<file path="src/rtl/pofl_pkg.sv">
// Package for the power-of-two free-list allocator.
// Holds sizing constants, opcode and status codes, FSM states and controller/datapath structs.
// No dependencies.
package pofl_pkg;

   localparam int MIN_POWER   = 12;
   localparam int MAX_POWER   = 20;
   localparam int STACK_DEPTH = 64;
   localparam int DATA_W      = 32;
   localparam int LEVELS      = MAX_POWER - MIN_POWER + 1;
   localparam int LVL_W       = $clog2(LEVELS + 1);
   localparam int LIDX_W      = (LEVELS > 1) ? $clog2(LEVELS) : 1;
   localparam int CNT_W       = $clog2(STACK_DEPTH + 1);
   localparam int IDX_W       = (STACK_DEPTH > 1) ? $clog2(STACK_DEPTH) : 1;
   localparam int MEM_DEPTH   = LEVELS * STACK_DEPTH;
   localparam int MEM_AW      = (MEM_DEPTH > 1) ? $clog2(MEM_DEPTH) : 1;

   typedef enum logic [1:0] {
      OP_ALLOC = 2'd0,
      OP_FREE  = 2'd1,
      OP_CLEAR = 2'd2,
      OP_NONE  = 2'd3
   } opcode_type;

   typedef enum logic [1:0] {
      ST_OK        = 2'd0,
      ST_TOO_LARGE = 2'd1,
      ST_NO_BLOCK  = 2'd2,
      ST_DROPPED   = 2'd3
   } status_type;

   typedef enum logic [2:0] {
      S_IDLE,
      S_SEARCH,
      S_READ,
      S_SPLIT,
      S_FREE,
      S_DONE
   } state_type;

   typedef struct packed {
      logic load;
      logic search;
      logic latch;
      logic split;
      logic free_step;
      logic clear;
      logic finish;
   } cmd_type;

   typedef struct packed {
      logic too_large;
      logic lvl_over;
      logic lvl_nonempty;
      logic at_base;
      logic free_done;
      logic rsp_free;
   } stat_type;

endpackage

</file>
<file path="src/rtl/pofl_ctrl.sv">
// Controller FSM for the power-of-two free-list allocator.
// Sequences allocate search/pop/split, range-free pushes and result handoff.
// Depends on pofl_pkg.
module pofl_ctrl (
   input  logic               clock,
   input  logic               reset,
   input  logic               req_valid,
   output logic               req_ready,
   input  logic [1:0]         req_opcode,
   input  pofl_pkg::stat_type stat,
   output pofl_pkg::cmd_type  cmd
);
   import pofl_pkg::*;

   state_type state_ff, state_in;

   always_ff @(posedge clock) begin
      if (reset) begin
         state_ff <= S_IDLE;
      end else begin
         state_ff <= state_in;
      end
   end

   always_comb begin
      state_in  = state_ff;
      cmd       = '0;
      req_ready = 1'b0;
      unique case (state_ff)
         S_IDLE: begin
            req_ready = 1'b1;
            if (req_valid) begin
               cmd.load = 1'b1;
               unique case (opcode_type'(req_opcode))
                  OP_ALLOC: state_in = stat.too_large ? S_DONE : S_SEARCH;
                  OP_FREE:  state_in = S_FREE;
                  OP_CLEAR: begin
                     cmd.clear = 1'b1;
                     state_in  = S_DONE;
                  end
                  default:  state_in = S_DONE;
               endcase
            end
         end
         S_SEARCH: begin
            cmd.search = 1'b1;
            if (stat.lvl_over) begin
               state_in = S_DONE;
            end else if (stat.lvl_nonempty) begin
               state_in = S_READ;
            end
         end
         S_READ: begin
            cmd.latch = 1'b1;
            state_in  = S_SPLIT;
         end
         S_SPLIT: begin
            if (stat.at_base) begin
               state_in = S_DONE;
            end else begin
               cmd.split = 1'b1;
            end
         end
         S_FREE: begin
            if (stat.free_done) begin
               state_in = S_DONE;
            end else begin
               cmd.free_step = 1'b1;
            end
         end
         S_DONE: begin
            // hold until the output register can take the word
            if (stat.rsp_free) begin
               cmd.finish = 1'b1;
               state_in   = S_IDLE;
            end
         end
         default: state_in = S_IDLE;
      endcase
   end

endmodule

</file>
<file path="config.mk">
export PLATFORM = sky130hd
export DESIGN_NAME = pofl_ctrl
export DESIGN_NICKNAME = d
export VERILOG_FILES = /design/src/rtl/pofl_pkg.sv /design/src/rtl/pofl_ctrl.sv
export SDC_FILE = /design/constraint.sdc
export NUM_CORES = 1
export LEC_CHECK = 0
export BUFFER_PORTS_ARGS = -buffer_cell sky130_fd_sc_hd__buf_2
export CAP_MARGIN = 20
export CORE_AREA = 2 2 39 41
export DETAILED_ROUTE_END_ITERATION = 10
export DIE_AREA = 0 0 41 43
export HOLD_SLACK_MARGIN = 0.1
export PLACE_DENSITY = 0.54
export SLEW_MARGIN = 30
export SYNTH_ARGS = -nofsm -noshare
export SYNTH_HDL_FRONTEND = slang
export SYNTH_SLANG_ARGS = --single-unit
</file>
<file path="constraint.sdc">
create_clock -name clock -period 3.1 [get_ports clock]
set_input_delay 0.155 -clock clock [delete_from_list [all_inputs] [get_ports clock]]
set_output_delay 0.155 -clock clock [all_outputs]
set_load 0.05 [all_outputs]
</file>
Word-level counts from Yosys, hierarchy flattened
Cells that the tools add are included.

Muxes and demuxes: 23. Reductions and logical operators: 3. Equality and inequality tests: 12.

Operators with widths (number): $mux W3 (7); $pmux W3 S6 (1); $mux W1 (14); $ne A2 B2 Y1 const B (4); $eq A3 B2 Y1 const B (2); $eq A3 B3 Y1 const B (2); $pmux W3 S2 (1); $reduce_and A5 Y1 (1); $eq A3 B1 Y1 const B (1); $logic_not A3 Y1 (1); $ne A3 B3 Y1 const B (1); $eq A2 B1 Y1 const B (1); $eq A2 B2 Y1 const B (1); $logic_not A2 Y1 (1).

Register bits: 3. Output and inout port bits: 8. Bits of input ports: 11. Word-level logic and storage cells: 39.

Depth between registers and ports, before layout
Depth after elaboration: 4. Gate-level depth with buffers: 4. Mapped depth without buffers: 3.

Worst setup path after synthesis
Ideal clock, no wire load.

Path kind: register to output. Start point: register state_ff[1]. End point: output cmd[1] (netlist bit). Slack: -0.466 ns. Stages on the path, launching flop included: 5. Path buffers: 1. Data required time: 2.945 ns. Arrival time: 3.411 ns. Cell sequence: dfxtp_1 buf_6 nor3_1 and2_1 nor3b_1.

RTL lines: start, declared (line pofl_ctrl.sv:15) `state_type state_ff, state_in;`; start signal, assigned (line pofl_ctrl.sv:21) `state_ff <= state_in;`; end, declared (line pofl_ctrl.sv:11) `output pofl_pkg::cmd_type cmd`.

==> results.yml <==
clock_network:
  clk-insertion-delay-late_ns: 0.23
  ctsResizeCount: 0
  root_buffer: "clkbuf_4"
  cts_setup_buffers: 0
  clk_pin_slew_ns: 0.03
  max-clock-path-buffers: 2
  cts_hold_buffers: 0
  clock-sinks: 3
  cts_made_buffers: 3
  cts_tree: "yes"
  h-tree-depth: 1
run_status:
  status: "complete, no violations"
hold_path:
  min_from: "reset"
  whs_path_depth: 2
  worstHoldPathType: "in2reg"
  holdPathEnd: "state_ff[2]$_SDFFE_PP0P_"
timing:
  fmax_ghz: 0.584
  fin_skew_ns: 0.0000995
  fin_hold_ws_ns: 0.131
  maxSlewViolCount: 0
  tns_ns: 0
  setup_viol: 0
  relSlewSlack_pct: 71.9
  fin_crit_ns: 1.71
  hold_viol: 0
  fin_crit_sh_pct: 55.3
  worstMarginPinSlew_ns: 0.421
  rsz0062_at_grt: "false"
cells_and_area:
  seqCellArea_um2: 60.1
  largest_reg_flops: 3
  diodes: 0
  final_cell_mix: "buf_2, clkbuf_4, dfxtp_1"
  final_area_um2: 424
  synthToLayoutAreaGrowth_pct: 38.4
  layout-drive-gt1-share_pct: 49.1
  final_common_cell: "buf_2"
  fillCellCount: 161
  top_register: "state_ff"
  multi_input_area_um2: 224
  reg.largest.list: "state_ff: 3 flops"
  nNetsFinal: 65
critical_path:
  end_kind: "output port"
  crit_path_top_delay_cell: "dfxtp_1"
  cp-start-kind: "register"
  r2r-end: "state_ff[2]$_SDFFE_PP0P_"
  reg2regPathDepth: 3
  worstPathRequired_ns: 2.94
  worstPathArrival_ns: 1.56
  r2r-start: "state_ff[0]$_SDFFE_PP0P_"
  crit_fanout: 13
  max_stage_delay_ns: 0.41
  cp_cell_sequence: "nor3_1 -> and2_1 -> nor3b_2 -> buf_2"
  criticalPathCategory: "reg2out"
  r2r_slack_ns: 1.54
route:
  antenna_left: 0
  dr.pass1.iters: 2
  drtIter0Drc: 5
  vias_per_cell: 4.86
  num_vias: 335
  wire_per_inst_um: 10.6
  wirelength_um: 729
  drc: 0
place:
  gp_congestion: 0.665
  placed_area_um2: 398
  hpwl_um: 583
  numPortBuffers: 18
synthesis:
  yosysSeqAreaShare_pct: 19.6
  syn_area_per_cell_um2: 9.02
  synth_warnings: 0
  netlist_area_um2: 307
  yosysTopAreaCellShare_pct: 19.6
  synth-seq-cells: 3
  ys_types: 25
  yosysTopAreaCell: "dfxtp_1"
  syn_inst: 34
  netlist_top_cells_area: "dfxtp_1, nor3b_1, mux2i_1, a311oi_1, nor4b_1"
  synth_nets: 45
floorplan:
  rows: 14
  ios: 19
  core_um2: 1380
  die_h_um: 43
  dieArea_um2: 1760
  die_width_um: 41
  initial_core_util_pct: 22.2
run:
  maxCapViolCount: 0
global_routing:
  grt_start_max_net_pins: 15
  grt_pass1_wl_um: 1160
  antenna_found_initial: 0
  grt_overflow_total: 0
  grt_pass1_vias: 314
  grt_use_total_pct: 10.0
power:
  p_per_area_nw_per_um2: 520
  leakage_nw: 0.200
  peakVddDrop_v: 0.000194
[report_power, final]
part           internal [W]  total [W]  switching, W
clock             0.0000481  0.0000661     0.0000180
sequential        0.0000437  0.0000590     0.0000152
combinational     0.0000381  0.0000952     0.0000571
[cells in the mapped netlist]
master	count
dfxtp_1	3
nor3b_1	3
a311oi_1	2
mux2i_1	2
nand3b_1	2
nor2_1	2
nor4b_1	2
a211o_1	1
a21o_1	1
a21o_2	1
a21oi_1	1
a221o_1	1
and2_1	1
and4b_1	1
buf_2	1
buf_4	1
buf_6	1
inv_1	1
mux2_2	1
mux2_4	1
nand2b_1	1
nor3_1	1
nor4_1	1
o21ba_2	1
o41ai_1	1
[cell families (layout without fill, tap and decap cells)]
group	Yosys count	after routing	share of synthesized area [%]
compound gates	9	9	24.9
buf+inv	4	23	8.98
flops	3	3	19.6
mux	4	4	15.1
simple gates	14	14	31.4
[metal layers]
| metal | global-route usage (%) | routed length [um] |
|---|---|---|
| met1 | 10.9 | 299 |
| met2 | 15.0 | 384 |
| met3 | 3.14 | 45 |
| met4 | 8.00 | 0 |
| met5 | 0 | 0 |
[layout make-up]
| cell class | count | area share, % |
|---|---|---|
| Timing Repair Buffer | 18 | 21.2 |
| Tap cell | 16 | 4.72 |
| Multi-Input combinational cell | 27 | 52.8 |
| Inverter | 1 | 0.885 |
| Sequential cell | 3 | 14.2 |
| Clock buffer | 4 | 6.19 |
[worst max path at each step]
stage,start,to,slack (ns),depth (start not counted)
2_1_floorplan,state_ff[1]$_SDFFE_PP0P_,cmd[1],0.005,4
3_3_place_gp,state_ff[2]$_SDFFE_PP0P_,cmd[1],1.59,4
3_5_place_dp,state_ff[0]$_SDFFE_PP0P_,state_ff[2]$_SDFFE_PP0P_,1.54,3
4_1_cts,state_ff[2]$_SDFFE_PP0P_,cmd[1],1.34,4
5_1_grt,state_ff[2]$_SDFFE_PP0P_,cmd[1],1.25,4
6_report,state_ff[2]$_SDFFE_PP0P_,cmd[1],1.39,4
[stage by stage]
step | instances | setup slack [ns] | power, W | utilization [%]
after global placement | 65 | 1.59 | 0.000156 | 28.8
after CTS | 69 | 1.34 | 0.000227 | 30.7
after floorplan | 34 | 0.00512 | 0.000136 | -
after detailed placement | 65 | 1.54 | 0.000156 | 28.8
after global routing | 69 | 1.25 | 0.000238 | 30.7
final | 69 | 1.39 | 0.000220 | 30.7
[critical path, delay by kind of cell (launching register included)]
family / cells / cell delay, ns
flops: 1 / 0.41
buf+inv: 1 / 0.27
simple gates: 3 / 0.64
(Power assumes the default switching activity.)
